File: config.mk
export PLATFORM = sky130hd
export DESIGN_NAME = tga_rle_pixel_decoder
export DESIGN_NICKNAME = d
export VERILOG_FILES = /design/src/rtl/tgarle_pkg.sv /design/src/rtl/tgarle_front.sv /design/src/rtl/tgarle_queue.sv /design/src/rtl/tgarle_back.sv /design/src/rtl/tga_rle_pixel_decoder.sv
export SDC_FILE = /design/constraint.sdc
export NUM_CORES = 1
export LEC_CHECK = 0
export ABC_AREA = 0
export BUFFER_PORTS_ARGS = -buffer_cell sky130_fd_sc_hd__clkbuf_2
export CORE_ASPECT_RATIO = 0.6
export CORE_MARGIN = 1.5
export CORE_UTILIZATION = 50
export DETAILED_ROUTE_END_ITERATION = 7
export PLACE_DENSITY_LB_ADDON = 0.12
export SYNTH_ARGS = -nofsm -noshare
export SYNTH_HDL_FRONTEND = slang
export SYNTH_SLANG_ARGS = --single-unit
File: constraint.sdc
create_clock -name clk -period 34.6 [get_ports clk]
set_input_delay 1.73 -clock clk [delete_from_list [all_inputs] [get_ports clk]]
set_output_delay 1.73 -clock clk [all_outputs]
set_load 0.02 [all_outputs]
File: src/rtl/tgarle_pkg.sv
// Shared types and constants for the TGA run-length pixel decoder.
`timescale 1ns / 1ps
`default_nettype none
package tgarle_pkg;

  // Image size limits
  localparam logic [12:0] MAX_DIM   = 13'd4096;
  localparam logic [12:0] MIN_WIDTH = 13'd128;
  localparam logic [12:0] MIN_HEIGHT = 13'd1;

  // Packet header split point
  localparam logic [7:0] RUN_FLAG = 8'd128;

  // Job queue between front and back; depth is a power of two
  localparam int QUEUE_DEPTH = 4;
  localparam int QPTR_W      = $clog2(QUEUE_DEPTH);

  // Register indexes on the configuration port
  typedef enum logic [1:0] {
    REG_BPP        = 2'd0,
    REG_WIDTH      = 2'd1,
    REG_HEIGHT     = 2'd2,
    REG_COMPRESSED = 2'd3
  } reg_idx_t;

  // Decoded configuration seen by front and back
  typedef struct packed {
    logic        bpp4;
    logic        compressed;
    logic [12:0] width;
    logic [12:0] height;
  } cfg_t;

  // One queue entry: an optional position clear and an optional pixel job
  typedef struct packed {
    logic       clear;
    logic       has_pix;
    logic [7:0] len;
    logic [7:0] red;
    logic [7:0] green;
    logic [7:0] blue;
    logic [7:0] alpha;
  } job_t;

endpackage
`default_nettype wire

File: src/rtl/tgarle_front.sv
// Front end: packet header parsing and pixel byte assembly.
`timescale 1ns / 1ps
`default_nettype none
module tgarle_front (
  input  wire               clk,
  input  wire               rst_n,
  input  tgarle_pkg::cfg_t  cfg,
  input  wire               in_valid,
  output logic              in_ready,
  input  wire  [7:0]        in_data_byte,
  input  wire               in_start_image,
  input  wire               q_full,
  output logic              q_push,
  output tgarle_pkg::job_t  q_job
);

  logic        expect_header_r, expect_header_nxt;
  logic        packet_is_run_r, packet_is_run_nxt;
  logic [7:0]  pixels_left_r, pixels_left_nxt;
  logic [1:0]  byte_in_pixel_r, byte_in_pixel_nxt;
  logic [23:0] pixel_bytes_r, pixel_bytes_nxt;

  logic        accept;
  logic        eh, run;
  logic [7:0]  left;
  logic [1:0]  bip;
  logic [23:0] pix;
  logic [2:0]  bpp;
  logic        pix_done;
  logic [7:0]  len;

  assign in_ready = !q_full;
  assign accept   = in_valid && in_ready;
  assign bpp      = cfg.bpp4 ? 3'd4 : 3'd3;

  always_comb begin
    // start_image clears the packet state before this beat is used
    eh   = in_start_image ? 1'b1  : expect_header_r;
    run  = in_start_image ? 1'b0  : packet_is_run_r;
    left = in_start_image ? 8'd0  : pixels_left_r;
    bip  = in_start_image ? 2'd0  : byte_in_pixel_r;
    pix  = in_start_image ? 24'd0 : pixel_bytes_r;

    expect_header_nxt = expect_header_r;
    packet_is_run_nxt = packet_is_run_r;
    pixels_left_nxt   = pixels_left_r;
    byte_in_pixel_nxt = byte_in_pixel_r;
    pixel_bytes_nxt   = pixel_bytes_r;
    pix_done          = 1'b0;
    len               = 8'd1;

    if (accept) begin
      expect_header_nxt = eh;
      packet_is_run_nxt = run;
      pixels_left_nxt   = left;
      byte_in_pixel_nxt = bip;
      pixel_bytes_nxt   = pix;
      if (cfg.compressed && eh) begin
        // packet header
        if (in_data_byte < tgarle_pkg::RUN_FLAG) begin
          packet_is_run_nxt = 1'b0;
          pixels_left_nxt   = in_data_byte + 8'd1;
        end else begin
          packet_is_run_nxt = 1'b1;
          pixels_left_nxt   = in_data_byte - 8'd127;
        end
        expect_header_nxt = 1'b0;
      end else if ({1'b0, bip} + 3'd1 < bpp) begin
        // collect a pixel byte; a fourth byte position falls outside 24 bits
        case (bip)
          2'd0:    pixel_bytes_nxt = {pix[23:8], in_data_byte};
          2'd1:    pixel_bytes_nxt = {pix[23:16], in_data_byte, pix[7:0]};
          2'd2:    pixel_bytes_nxt = {in_data_byte, pix[15:0]};
          default: pixel_bytes_nxt = pix;
        endcase
        byte_in_pixel_nxt = bip + 2'd1;
      end else begin
        // last byte of a pixel
        pix_done          = 1'b1;
        byte_in_pixel_nxt = 2'd0;
        pixel_bytes_nxt   = 24'd0;
        if (cfg.compressed) begin
          if (run && left != 8'd0) begin
            len = left;
          end
          pixels_left_nxt = (left > len) ? left - len : 8'd0;
          if (pixels_left_nxt == 8'd0) begin
            expect_header_nxt = 1'b1;
          end
        end
      end
    end
  end

  // Queue entry
  always_comb begin
    q_push        = accept && (in_start_image || pix_done);
    q_job.clear   = in_start_image;
    q_job.has_pix = pix_done;
    q_job.len     = len;
    q_job.blue    = pix[7:0];
    q_job.green   = pix[15:8];
    q_job.red     = cfg.bpp4 ? pix[23:16] : in_data_byte;
    q_job.alpha   = cfg.bpp4 ? in_data_byte : 8'd0;
  end

  always_ff @(posedge clk) begin
    if (!rst_n) begin
      expect_header_r <= 1'b1;
      packet_is_run_r <= 1'b0;
      pixels_left_r   <= 8'd0;
      byte_in_pixel_r <= 2'd0;
      pixel_bytes_r   <= 24'd0;
    end else begin
      expect_header_r <= expect_header_nxt;
      packet_is_run_r <= packet_is_run_nxt;
      pixels_left_r   <= pixels_left_nxt;
      byte_in_pixel_r <= byte_in_pixel_nxt;
      pixel_bytes_r   <= pixel_bytes_nxt;
    end
  end

endmodule
`default_nettype wire

File: src/rtl/tgarle_queue.sv
// Small job queue between the front end and the segment back end.
`timescale 1ns / 1ps
`default_nettype none
module tgarle_queue (
  input  wire               clk,
  input  wire               rst_n,
  input  wire               push,
  input  tgarle_pkg::job_t  push_job,
  input  wire               pop,
  output tgarle_pkg::job_t  head,
  output logic              head_valid,
  output logic              full
);

  tgarle_pkg::job_t               mem_r [tgarle_pkg::QUEUE_DEPTH];
  logic [tgarle_pkg::QPTR_W-1:0]  wr_ptr_r, wr_ptr_nxt;
  logic [tgarle_pkg::QPTR_W-1:0]  rd_ptr_r, rd_ptr_nxt;
  logic [tgarle_pkg::QPTR_W:0]    count_r, count_nxt;
  logic                           do_pop;

  assign full       = (count_r == (tgarle_pkg::QPTR_W+1)'(tgarle_pkg::QUEUE_DEPTH));
  assign head_valid = (count_r != '0);
  assign head       = mem_r[rd_ptr_r];
  assign do_pop     = pop && head_valid;

  // Pointers wrap naturally since the depth is a power of two
  always_comb begin
    wr_ptr_nxt = push ? wr_ptr_r + 1'b1 : wr_ptr_r;
    rd_ptr_nxt = do_pop ? rd_ptr_r + 1'b1 : rd_ptr_r;
    count_nxt  = count_r;
    if (push && !do_pop) begin
      count_nxt = count_r + 1'b1;
    end else if (!push && do_pop) begin
      count_nxt = count_r - 1'b1;
    end
  end

  always_ff @(posedge clk) begin
    if (push) begin
      mem_r[wr_ptr_r] <= push_job;
    end
  end

  always_ff @(posedge clk) begin
    if (!rst_n) begin
      wr_ptr_r <= '0;
      rd_ptr_r <= '0;
      count_r  <= '0;
    end else begin
      wr_ptr_r <= wr_ptr_nxt;
      rd_ptr_r <= rd_ptr_nxt;
      count_r  <= count_nxt;
    end
  end

endmodule
`default_nettype wire

File: src/rtl/tgarle_back.sv
// Back end: image position tracking, row-end splitting and output register.
`timescale 1ns / 1ps
`default_nettype none
module tgarle_back (
  input  wire               clk,
  input  wire               rst_n,
  input  tgarle_pkg::cfg_t  cfg,
  input  tgarle_pkg::job_t  head,
  input  wire               head_valid,
  output logic              head_pop,
  output logic              out_valid,
  input  wire               out_ready,
  output logic [11:0]       out_row,
  output logic [11:0]       out_column,
  output logic [7:0]        out_run_length,
  output logic [7:0]        out_red,
  output logic [7:0]        out_green,
  output logic [7:0]        out_blue,
  output logic [7:0]        out_alpha,
  output logic              out_last_segment,
  output logic              out_image_done
);

  // Position state; row counts completed rows
  logic [12:0] col_r, col_nxt;
  logic [12:0] row_r, row_nxt;
  logic        fin_r, fin_nxt;
  logic        mid_r, mid_nxt;
  logic [7:0]  rem_r, rem_nxt;

  logic        out_valid_r, out_valid_nxt;
  logic [11:0] row_o_r, col_o_r;
  logic [7:0]  len_o_r, red_o_r, green_o_r, blue_o_r, alpha_o_r;
  logic        last_o_r, done_o_r;

  logic        can_out, fresh, emit, step, last, done;
  logic [12:0] col_e, row_e, c1, r1, space, c2, r2, vrow;
  logic        fin_e;
  logic [7:0]  rem, seg;

  assign can_out = !out_valid_r || out_ready;
  assign fresh   = head.clear && !mid_r;

  always_comb begin
    // position after an optional clear, then the wrap at a row end
    col_e = fresh ? 13'd0 : col_r;
    row_e = fresh ? 13'd0 : row_r;
    fin_e = fresh ? 1'b0  : fin_r;
    if (col_e >= cfg.width) begin
      c1 = 13'd0;
      r1 = row_e + 13'd1;
    end else begin
      c1 = col_e;
      r1 = row_e;
    end

    rem   = mid_r ? rem_r : head.len;
    space = cfg.width - c1;
    seg   = ({5'd0, rem} < space) ? rem : space[7:0];
    c2    = c1 + {5'd0, seg};
    r2    = r1 + 13'd1;
    done  = (c2 >= cfg.width) && (r2 >= cfg.height);
    last  = (seg == rem) || done;
    vrow  = cfg.compressed ? cfg.height - 13'd1 - r1 : r1;

    emit = head.has_pix && !fin_e && (r1 < cfg.height);
    step = head_valid && (can_out || !emit);

    col_nxt  = col_r;
    row_nxt  = row_r;
    fin_nxt  = fin_r;
    mid_nxt  = mid_r;
    rem_nxt  = rem_r;
    head_pop = 1'b0;

    if (step) begin
      col_nxt  = col_e;
      row_nxt  = row_e;
      fin_nxt  = fin_e;
      head_pop = 1'b1;
      if (head.has_pix && !fin_e) begin
        if (!emit) begin
          // the image is already full
          col_nxt = c1;
          row_nxt = r1;
          fin_nxt = 1'b1;
        end else begin
          if (c2 >= cfg.width) begin
            col_nxt = 13'd0;
            row_nxt = r2;
            fin_nxt = done;
          end else begin
            col_nxt = c2;
            row_nxt = r1;
          end
          // a run crossing a row end is split into two segments; the head is popped with the last
          head_pop = last;
          mid_nxt  = !last;
          rem_nxt  = rem - seg;
        end
      end
    end

    out_valid_nxt = out_valid_r;
    if (can_out) begin
      out_valid_nxt = step && emit;
    end
  end

  // Output register
  always_ff @(posedge clk) begin
    if (can_out && step && emit) begin
      row_o_r   <= vrow[11:0];
      col_o_r   <= c1[11:0];
      len_o_r   <= seg;
      red_o_r   <= head.red;
      green_o_r <= head.green;
      blue_o_r  <= head.blue;
      alpha_o_r <= head.alpha;
      last_o_r  <= last;
      done_o_r  <= done;
    end
  end

  always_ff @(posedge clk) begin
    if (!rst_n) begin
      col_r       <= 13'd0;
      row_r       <= 13'd0;
      fin_r       <= 1'b0;
      mid_r       <= 1'b0;
      rem_r       <= 8'd0;
      out_valid_r <= 1'b0;
    end else begin
      col_r       <= col_nxt;
      row_r       <= row_nxt;
      fin_r       <= fin_nxt;
      mid_r       <= mid_nxt;
      rem_r       <= rem_nxt;
      out_valid_r <= out_valid_nxt;
    end
  end

  assign out_valid        = out_valid_r;
  assign out_row          = row_o_r;
  assign out_column       = col_o_r;
  assign out_run_length   = len_o_r;
  assign out_red          = red_o_r;
  assign out_green        = green_o_r;
  assign out_blue         = blue_o_r;
  assign out_alpha        = alpha_o_r;
  assign out_last_segment = last_o_r;
  assign out_image_done   = done_o_r;

endmodule
`default_nettype wire

File: src/rtl/tga_rle_pixel_decoder.sv
// TGA run-length pixel decoder: one data byte per beat in, one color segment per beat out.
// A completed pixel passes the job queue, then the segment output register, before out_valid.
// Throughput: one byte per cycle while the queue has room; row-crossing runs give two segments.
// A four-entry job queue lets the byte front end run ahead of the segment unit.
// Reset (rst_n low, synchronous): 32-bit pixels, width 128, height 1, compressed,
// decoder waiting for a packet header at row 0, column 0, queue and output empty.
`timescale 1ns / 1ps
`default_nettype none
module tga_rle_pixel_decoder (
  input  wire         clk,
  input  wire         rst_n,
  // APB configuration
  input  wire         psel,
  input  wire         penable,
  input  wire         pwrite,
  input  wire  [3:0]  paddr,
  input  wire  [31:0] pwdata,
  output logic [31:0] prdata,
  output logic        pready,
  // byte input
  input  wire         in_valid,
  output logic        in_ready,
  input  wire  [7:0]  in_data_byte,
  input  wire         in_start_image,
  // segment output
  output logic        out_valid,
  input  wire         out_ready,
  output logic [11:0] out_row,
  output logic [11:0] out_column,
  output logic [7:0]  out_run_length,
  output logic [7:0]  out_red,
  output logic [7:0]  out_green,
  output logic [7:0]  out_blue,
  output logic [7:0]  out_alpha,
  output logic        out_last_segment,
  output logic        out_image_done
);

  logic [2:0]  bpp_r;
  logic [12:0] width_r;
  logic [12:0] height_r;
  logic        compressed_r;

  tgarle_pkg::reg_idx_t idx;
  tgarle_pkg::cfg_t     cfg;
  tgarle_pkg::job_t     push_job, head;
  logic                 wr_en, q_full, q_push, head_valid, head_pop;

  assign pready = 1'b1;
  assign idx    = tgarle_pkg::reg_idx_t'(paddr[3:2]);
  assign wr_en  = psel && penable && pwrite && pready;

  // Register writes
  always_ff @(posedge clk) begin
    if (!rst_n) begin
      bpp_r        <= 3'd4;
      width_r      <= 13'd128;
      height_r     <= 13'd1;
      compressed_r <= 1'b1;
    end else if (wr_en) begin
      case (idx)
        tgarle_pkg::REG_BPP:        bpp_r        <= pwdata[2:0];
        tgarle_pkg::REG_WIDTH:      width_r      <= pwdata[12:0];
        tgarle_pkg::REG_HEIGHT:     height_r     <= pwdata[12:0];
        tgarle_pkg::REG_COMPRESSED: compressed_r <= pwdata[0];
        default: ;
      endcase
    end
  end

  // Register reads
  always_comb begin
    case (idx)
      tgarle_pkg::REG_BPP:        prdata = {29'd0, bpp_r};
      tgarle_pkg::REG_WIDTH:      prdata = {19'd0, width_r};
      tgarle_pkg::REG_HEIGHT:     prdata = {19'd0, height_r};
      tgarle_pkg::REG_COMPRESSED: prdata = {31'd0, compressed_r};
      default:                    prdata = 32'd0;
    endcase
  end

  // Decoded configuration with size clamping
  always_comb begin
    cfg.bpp4       = (bpp_r == 3'd4);
    cfg.compressed = compressed_r;
    if (width_r < tgarle_pkg::MIN_WIDTH) begin
      cfg.width = tgarle_pkg::MIN_WIDTH;
    end else if (width_r > tgarle_pkg::MAX_DIM) begin
      cfg.width = tgarle_pkg::MAX_DIM;
    end else begin
      cfg.width = width_r;
    end
    if (height_r < tgarle_pkg::MIN_HEIGHT) begin
      cfg.height = tgarle_pkg::MIN_HEIGHT;
    end else if (height_r > tgarle_pkg::MAX_DIM) begin
      cfg.height = tgarle_pkg::MAX_DIM;
    end else begin
      cfg.height = height_r;
    end
  end

  tgarle_front u_front (
    .clk            (clk),
    .rst_n          (rst_n),
    .cfg            (cfg),
    .in_valid       (in_valid),
    .in_ready       (in_ready),
    .in_data_byte   (in_data_byte),
    .in_start_image (in_start_image),
    .q_full         (q_full),
    .q_push         (q_push),
    .q_job          (push_job)
  );

  tgarle_queue u_queue (
    .clk        (clk),
    .rst_n      (rst_n),
    .push       (q_push),
    .push_job   (push_job),
    .pop        (head_pop),
    .head       (head),
    .head_valid (head_valid),
    .full       (q_full)
  );

  tgarle_back u_back (
    .clk              (clk),
    .rst_n            (rst_n),
    .cfg              (cfg),
    .head             (head),
    .head_valid       (head_valid),
    .head_pop         (head_pop),
    .out_valid        (out_valid),
    .out_ready        (out_ready),
    .out_row          (out_row),
    .out_column       (out_column),
    .out_run_length   (out_run_length),
    .out_red          (out_red),
    .out_green        (out_green),
    .out_blue         (out_blue),
    .out_alpha        (out_alpha),
    .out_last_segment (out_last_segment),
    .out_image_done   (out_image_done)
  );

endmodule
`default_nettype wire
======== Word level (Yosys, flattened, before mapping) ========
Memories as Yosys holds them, arrays and structs flattened. A register that Yosys moved wholly into a read port is not among the register bits.
Cells that the tools add are included.
operators by class
  muxes and demuxes ....................... 67
  add/subtract/negate cells ............... 16
  order comparisons ....................... 12
  reductions and logical operators ........ 40
  equal/unequal tests ..................... 8
operator list
  cell                                                          number
  2-to-1 mux 13 bit                                             14
  2-to-1 mux 8 bit                                              19
  one-hot mux 32 bit (4 select lines)                           1
  2-to-1 mux 24 bit                                             3
  one-hot mux 24 bit (3 select lines)                           1
  greater-or-equal comparator 13 bit                            3
  adder 13 x 1 -> 13 bit (second input constant)                2
  greater-than comparator 13 bit (second input constant)        2
  2-to-1 mux 1 bit                                              20
  logical AND 1 bit                                             17
  subtractor 8 bit                                              2
  adder 13 x 8 -> 13 bit                                        1
  less-than comparator 13 x 1 -> 1 bit (second input constant)  1
  less-than comparator 13 bit                                   1
  less-than comparator 13 x 8 -> 1 bit (second input constant)  1
  less-than comparator 8 x 13 -> 1 bit                          1
  subtractor 13 bit                                             1
  2-to-1 mux 12 bit                                             1
  subtractor 12 x 1 -> 12 bit (second input constant)           1
  subtractor 12 bit                                             1
  2-to-1 mux 2 bit                                              5
  2-to-1 mux 3 bit                                              3
  adder 8 x 1 -> 8 bit (second input constant)                  1
  == test 8 bit                                                 1
  20 further kinds                                              40
word-level totals
  memories kept ........................... 1
  input port bits ......................... 52
  word-level logic and storage cells ...... 171
  output and inout bits ................... 101
  RAM bits ................................ 168
  bits in registers ....................... 176
memory list
  name           words  width  read ports  clocked after memory_dff  wr ports  line                text
  u_queue.mem_r  4      42     1           1                         1         tgarle_queue.sv:15  tgarle_pkg::job_t mem_r [tgarle_pkg::QUEUE_DEPTH];

======== Depth between registers and ports, before layout ========
Gate-level depths: netlist of the first run.
  word-level depth ........................ 19
  depth in mapped cells ................... 54
  depth with buffers taken out ............ 50

======== By module ========
Synthesis of the first run repeated with hierarchy kept, for this count alone.
unflattened totals
  cell total of the unflattened synthesis .. 1,652
  area total of the unflattened synthesis .. 18,810.5 um^2
modules (own cells, without submodules)
  module                 seq. area each (um^2)  times used  area an instance (um^2)  cells an instance
  tgarle_back            2,722.6                1           8,006.4                  885
  tgarle_queue           5,225.0                1           6,590.1                  263
  tgarle_front           720.7                  1           2,453.6                  301
  tga_rle_pixel_decoder  600.6                  1           1,760.4                  203

======== Worst setup path before layout of the first run ========
Ideal clock, no wire load.
  kind .................................... reg2reg
  from .................................... register (tool-made name)
  to ...................................... register u_queue.count_r[2] (netlist name)
  cell stages (with the launch flop) ...... 53
  library setup time ...................... 0.070 ns
  data required time ...................... 34.530 ns
  data arrival time ....................... 11.265 ns
  path buffers ............................ 7
  period minus slack after synthesis ...... 11.335 ns
  slack ................................... 23.265 ns
  cells stage by stage .................... dfxtp_1 > buf_6 > mux4_2 > nand2b_1 > buf_2 > buf_2 > clkbuf_1 > and2_1 > ha_1 > a41o_1 > a221oi_1 > nor2_1 > nor3_1 > clkbuf_1 > nand2_1 > ha_1 > a21o_1 > a31oi_1 > (+17 left out) > clkbuf_1 > nand3b_1 > xnor2_1 > and2_1 > ha_1 > nand4_1 > a2111oi_0 > o41ai_1 > a21oi_1 > nor2_1 > nand2_1 > nand2_1 > ha_1 > inv_1 > fa_1 > xor2_1 > or3_1 > a21oi_1
RTL lines
  element               line                text
  end signal, assigned  tgarle_queue.sv:52  count_r <= count_nxt;
  end, declared         tgarle_queue.sv:18  logic [tgarle_pkg::QPTR_W:0] count_r, count_nxt;

==> impl_metrics.json, run 1 <==
{
  "area_growth_syn_to_layout_pct": 11.1,
  "cts_tree": "built",
  "rsz0062_at_grt": "false",
  "worstPathArrival_ns": 13.64,
  "grt_pass1_wl_mm": 75.0,
  "ys_types": 88,
  "cts_made_buffers": 35,
  "yosys_warnings": 0,
  "setup-tns-final_ns": 0,
  "n_fill_cell": 3128,
  "avgRoutedWirePerCell_microns": 21.5,
  "endpoint_kind": "flop",
  "die_x_microns": 252,
  "cts_resized": 0,
  "slew_headroom_pct": 21.6,
  "antenna_found_initial": 0,
  "min_period_ns": 13.19,
  "hold_buffers": 0,
  "dp_hpwl_mm": 34.4,
  "core-area_sq_um": 36500,
  "drtPass1Iterations": 5,
  "port_buffers": 111,
  "fp.dieArea_sq_um": 38500,
  "async_reset_ff_share_pct": 0,
  "first_iter_violations": 1316,
  "period_share_pct": 38.1,
  "status": "finished clean",
  "grt_overflow_total": 0,
  "postCtsSetupBuffers": 0,
  "cpPeakStageDelay_ns": 0.76,
  "cts_root_buf": "clkbuf_16",
  "synth_edf_count": 234,
  "ys_ff_latch": 346,
  "rows": 54,
  "clock-sinks": 346,
  "antenna_left": 0,
  "slowest_stage": "nand2b_1",
  "crit_buf_inv": 5,
  "vias_per_cell": 5.94,
  "required_ns": 35.05,
  "wirelength_mm": 48.9,
  "cp_common_cell": "ha_1",
  "finalWorstSetupSlack_ns": 21.41,
  "drive_gt1_share_pct": 15.1,
  "clk_pin_slew_worst_paths_ns": 0.07,
  "r2r_end": "u_queue.count_r[2]",
  "reg2reg_setup_slack_ns": 21.41,
  "syn_area_sq_um": 18600,
  "hold_start": "u_queue.rd_ptr_r[1]",
  "start_kind": "flop",
  "place_inst": 2214,
  "netlist_instances": 1690,
  "powerDensity_nw_per_um2": 98.9,
  "synth_area_per_cell_sq_um": 11.0,
  "synth_seq_area_share_pct": 49.8,
  "nets": 1945,
  "ff2ff_path_depth": 49,
  "p_leak_nw": 7.92,
  "worst_ir_drop_vdd_mv": 0.0882,
  "ys.flop_type": "edfxtp_1",
  "total_power_w": 0.00205,
  "drc": 0,
  "grt_pass1_vias": 12427,
  "tightest_slew_ns": 1.17,
  "crit_type": "reg -> reg",
  "min_path_cells": 2,
  "start_util_pct": 51.0,
  "finalWeightedCongestion": 0.930,
  "finalSetupViolCount": 0,
  "n_antenna_cell": 0,
  "vias": 13537,
  "clock_skew_ns": 0.0287,
  "hold_viol": 0,
  "min_path_type": "reg -> reg",
  "die_y_microns": 152,
  "slew_viol_final": 0,
  "instances_no_fill": 2278,
  "clock.fmax_ghz": 0.0758,
  "cap_viol_max_count": 0,
  "h-tree-depth": 2,
  "track_usage_pct": 25.6,
  "clk_latency_ns": 0.54,
  "pin_count": 153,
  "grt_max_degree": 66,
  "path_max_fanout": 42,
  "cts_buffer_depth": 3,
  "dp_slack_ns": 21.65,
  "critPathTopFamily": "compound AO/OA/AOI/OAI gates"
}
[cell families after synthesis]
logic type | share of synthesized area (%)
flip-flops | 49.8
AO/OA/AOI/OAI | 13.1
AND/OR/NAND/NOR | 14.9
adder cells (fa/ha/maj) | 8.13
XOR/XNOR | 3.06
multiplexers | 6.59
buffers and inverters | 4.43
other | 0.0403
[per-layer routing]
metal	part of all wire, %	GRT usage [%]
met5	0	0
met1	51	43.5
met4	1.4	5.10
met2	38	32.6
met3	9.4	5.09
[worst max path at each step]
stage               cells past startpoint  startpoint                  to
floorplan                              52        flop  u_queue.count_r[2]
global placement                       49        flop  u_queue.count_r[2]
detailed placement                     49        flop  u_queue.count_r[2]
CTS                                    49        flop  u_queue.count_r[2]
global route                           48        flop  u_queue.count_r[2]
finish                                 49        flop  u_queue.count_r[2]
[registers in the layout, indices dropped and copies added, names as in the netlist, 8 cells and up, named ones only]
register,flops
u_queue.mem_r,168
u_front.pixel_bytes_r,24
height_r,13
u_back.col_r,13
u_back.row_r,13
width_r,13
u_back.out_column,12
u_back.out_row,12
u_back.out_alpha,8
u_back.out_blue,8
u_back.out_green,8
u_back.out_red,8
u_back.out_run_length,8
u_back.rem_r,8
u_front.pixels_left_r,8
[layout by cell type (no fill, tap or decap), types with 36 or more instances in the layout]
cell       netlist  layout
mux4_2          43      43
nand2_1        190     190
inv_1           77      77
edfxtp_1       234     234
nor2_1         111     110
and2_1          41      37
clkbuf_16        0      36
clkbuf_2         0     111
ha_1           113     113
a22oi_1         36      36
a21oi_1         66      66
o21ai_0         61      61
xnor2_1         49      49
nor2b_1         48      48
dfxtp_1        112     110
[through the flow]
stage | utilization (%) | cell area, sq um | hold slack [ns]
after floorplan | - | 18700 | 0.445
after detailed placement | 53.4 | 19500 | 0.467
after global placement | 53.4 | 19500 | 0.450
after CTS | 56.7 | 20700 | 0.476
after global routing | 56.7 | 20700 | 0.519
final | 56.7 | 20700 | 0.474
[synthesized netlist by cell type (all sizes together) (15+ instances only)]
| library cell | count | share of area [%] |
|---|---|---|
| xnor2 | 49 | 2.3 |
| nand2b | 20 | 0.67 |
| nor2 | 111 | 2.2 |
| buf | 39 | 1.5 |
| ha | 113 | 7.6 |
| a21oi | 66 | 1.8 |
| xor2 | 16 | 0.75 |
| dfxtp | 112 | 12 |
| mux2i | 18 | 0.97 |
| nor3 | 28 | 0.78 |
| nand3 | 30 | 0.81 |
| a21o | 16 | 0.65 |
| and2 | 43 | 1.4 |
| o21a | 18 | 0.73 |
| o21ai | 64 | 1.7 |
| inv | 80 | 1.6 |
| edfxtp | 234 | 38 |
| mux4 | 43 | 5.2 |
| a22oi | 36 | 1.5 |
| nand4 | 15 | 0.58 |
| nand2 | 191 | 3.9 |
| a22o | 23 | 1.1 |
| clkbuf | 61 | 1.2 |
| nor2b | 49 | 1.7 |
| a21boi | 30 | 1.2 |
[area by class of cell]
type / count / area, sq um / area share, %
clock buffer: 45 / 975 / 4.71
tap: 476 / 596 / 2.88
timing repair buffer: 130 / 698 / 3.37
multi-input combinational: 1180 / 8610 / 41.6
inverter: 82 / 313 / 1.51
clock inverter: 19 / 226 / 1.09
sequential: 346 / 9270 / 44.8
[power breakdown]
part	leakage (nW)	switching [W]	internal, W
clock	0.589	0.000166	0.000232
combinational	4.27	0.000681	0.000408
sequential	3.06	0.0000237	0.000535
[worst min-delay path, delay by kind of cell (launching register included)]
family | cells | cell delay [ns]
flops | 1 | 0.30
simple gates | 1 | 0.05
mux | 1 | 0.07
Power figures use the tool's default switching activity.
==> inputs of run 2 (changes only) <==
- clock period: 34.6 -> 12.85 ns (I/O delays scaled with it)
==> run 2 against run 1 <==
Compared with the run above:
- register-to-register slack got worse by 21 ns
- critical path type unchanged
- clock power grew to 2.7 times the previous value
- combinational power rose to 2.7 times the previous value
- cell count increased by 0.13%
- clock-buffer cell count unchanged
- largest power group unchanged
- die area is the same
- sequential share of layout area decreased by 0.076 points
- critical path depth is 1 higher
- final area increased by 0.17%
==> impl_metrics.json, run 2 (same netlist as run 1, synthesis figures left out) <==
{
  "first_iter_violations": 1352,
  "avgRoutedWirePerCell_microns": 21.5,
  "clock_skew_ns": 0.0170,
  "status": "finished clean",
  "h-tree-depth": 2,
  "top_register": "u_queue.mem_r",
  "powerDensity_nw_per_um2": 267,
  "slowest_stage": "a2111oi_2",
  "drc": 0,
  "largest_reg_flops": 168,
  "pin_count": 153,
  "area_growth_syn_to_layout_pct": 11.3,
  "cts_buffer_depth": 3,
  "nets": 1948,
  "drive_gt1_share_pct": 15.1,
  "dp_hpwl_mm": 34.4,
  "min_period_ns": 11.94,
  "ff2ff_path_depth": 50,
  "r2r_end": "u_queue.count_r[2]",
  "rows": 54,
  "cap_viol_max_count": 0,
  "drtPass1Iterations": 6,
  "slew_headroom_pct": 13.6,
  "endpoint_kind": "flop",
  "cts_made_buffers": 35,
  "r2r_start": "width_r[9]",
  "tightest_slew_ns": 1.29,
  "hold_viol": 0,
  "finalWeightedCongestion": 0.968,
  "grt_max_degree": 65,
  "final_core_util_pct": 56.8,
  "antenna_left": 0,
  "core-area_sq_um": 36500,
  "antenna_found_initial": 1,
  "vias_per_cell": 5.96,
  "clk_pin_slew_worst_paths_ns": 0.07,
  "worstPathArrival_ns": 12.39,
  "grt_pass1_wl_mm": 74.9,
  "grt_overflow_total": 0,
  "grt_pass1_vias": 12629,
  "startpoint": "width_r[9]",
  "final_cell_mix": "edfxtp_1 (234), nand2_1 (190), ha_1 (113)",
  "cts_tree": "built",
  "vias": 13588,
  "clock-sinks": 346,
  "crit_type": "reg -> reg",
  "mostFrequentLayoutCell": "edfxtp_1",
  "slew_viol_final": 0,
  "p_leak_nw": 7.92,
  "port_buffers": 111,
  "die_y_microns": 152,
  "reg2reg_setup_slack_ns": 0.91,
  "wirelength_mm": 49.0,
  "cp_common_cell": "ha_1",
  "instances_no_fill": 2281,
  "hold_buffers": 0,
  "die_x_microns": 252,
  "track_usage_pct": 25.5,
  "postCtsSetupBuffers": 0,
  "cts_root_buf": "clkbuf_16",
  "reg_top3": "u_queue.mem_r (168), u_front.pixel_bytes_r (24)",
  "clock.fmax_ghz": 0.0837,
  "cpPeakStageDelay_ns": 0.66,
  "clk_latency_ns": 0.53,
  "crit_end": "u_queue.count_r[2]",
  "path_max_fanout": 17,
  "required_ns": 13.29,
  "min_path_cells": 3,
  "worst_ir_drop_vdd_mv": 0.178,
  "fp.dieArea_sq_um": 38500,
  "cts_resized": 0,
  "place_inst": 2217,
  "start_util_pct": 51.0,
  "total_power_w": 0.00554,
  "min_path_type": "in -> reg",
  "setup-tns-final_ns": 0,
  "n_antenna_cell": 0,
  "period_share_pct": 92.9,
  "rsz0062_at_grt": "false",
  "finalSetupViolCount": 0,
  "start_kind": "flop"
}
-- run 2: area by class of cell --
cell class	instances	area, sq um
clock inverters	19	238
flip-flops and latches	346	9270
multi-input cells	1180	8610
well taps	476	596
repair buffers	133	721
fillers	3119	15800
clock buffers	45	976
inverters	82	313
-- run 2: worst min-delay path by stage --
stage	to	startpoint	slack, ns
5_1_grt	height_r[6]	pwdata[6]	0.37
3_5_place_dp	flop	u_queue.rd_ptr_r[1]	0.46
6_report	width_r[7]	pwdata[7]	0.35
4_1_cts	width_r[7]	pwdata[7]	0.34
3_3_place_gp	flop	u_queue.rd_ptr_r[1]	0.45
2_1_floorplan	flop	u_queue.rd_ptr_r[1]	0.45
-- run 2: metal layers --
metal  track usage (%)  wire length (microns)  part of all wire [%]  vias to the layer above
li1                  -                      -                     -                     6354
met3              6.53                   5020                    10                       54
met2              33.1                  18600                    38                      570
met1              42.0                  24600                    50                     6610
met5                 0                      0                     0                        -
met4              4.53                    701                   1.4                        0
-- run 2: worst max-delay path: cells and delay by family, from the launching register on --
kind | cells | cell delay [ns]
compound gates | 16 | 4.12
xor+xnor | 2 | 0.24
fa+ha+maj | 8 | 2.02
buf+inv | 5 | 0.87
flops | 1 | 0.39
mux | 1 | 0.53
simple gates | 18 | 3.70
-- run 2: per-stage QoR --
stage,area [sq um],hold slack (ns),worst slack (ns)
after floorplan,18700,0.445,1.51
after global placement,19500,0.454,1.42
after detailed placement,19500,0.461,1.18
after CTS,20700,0.338,1.11
after global routing,20700,0.372,0.129
final,20700,0.350,0.907
-- run 2: report_power, final --
part | total (W) | switching (W) | internal, W
Clock | 0.00108 | 0.000437 | 0.000642
Combinational | 0.00295 | 0.00185 | 0.00110
Sequential | 0.00151 | 0.0000671 | 0.00144
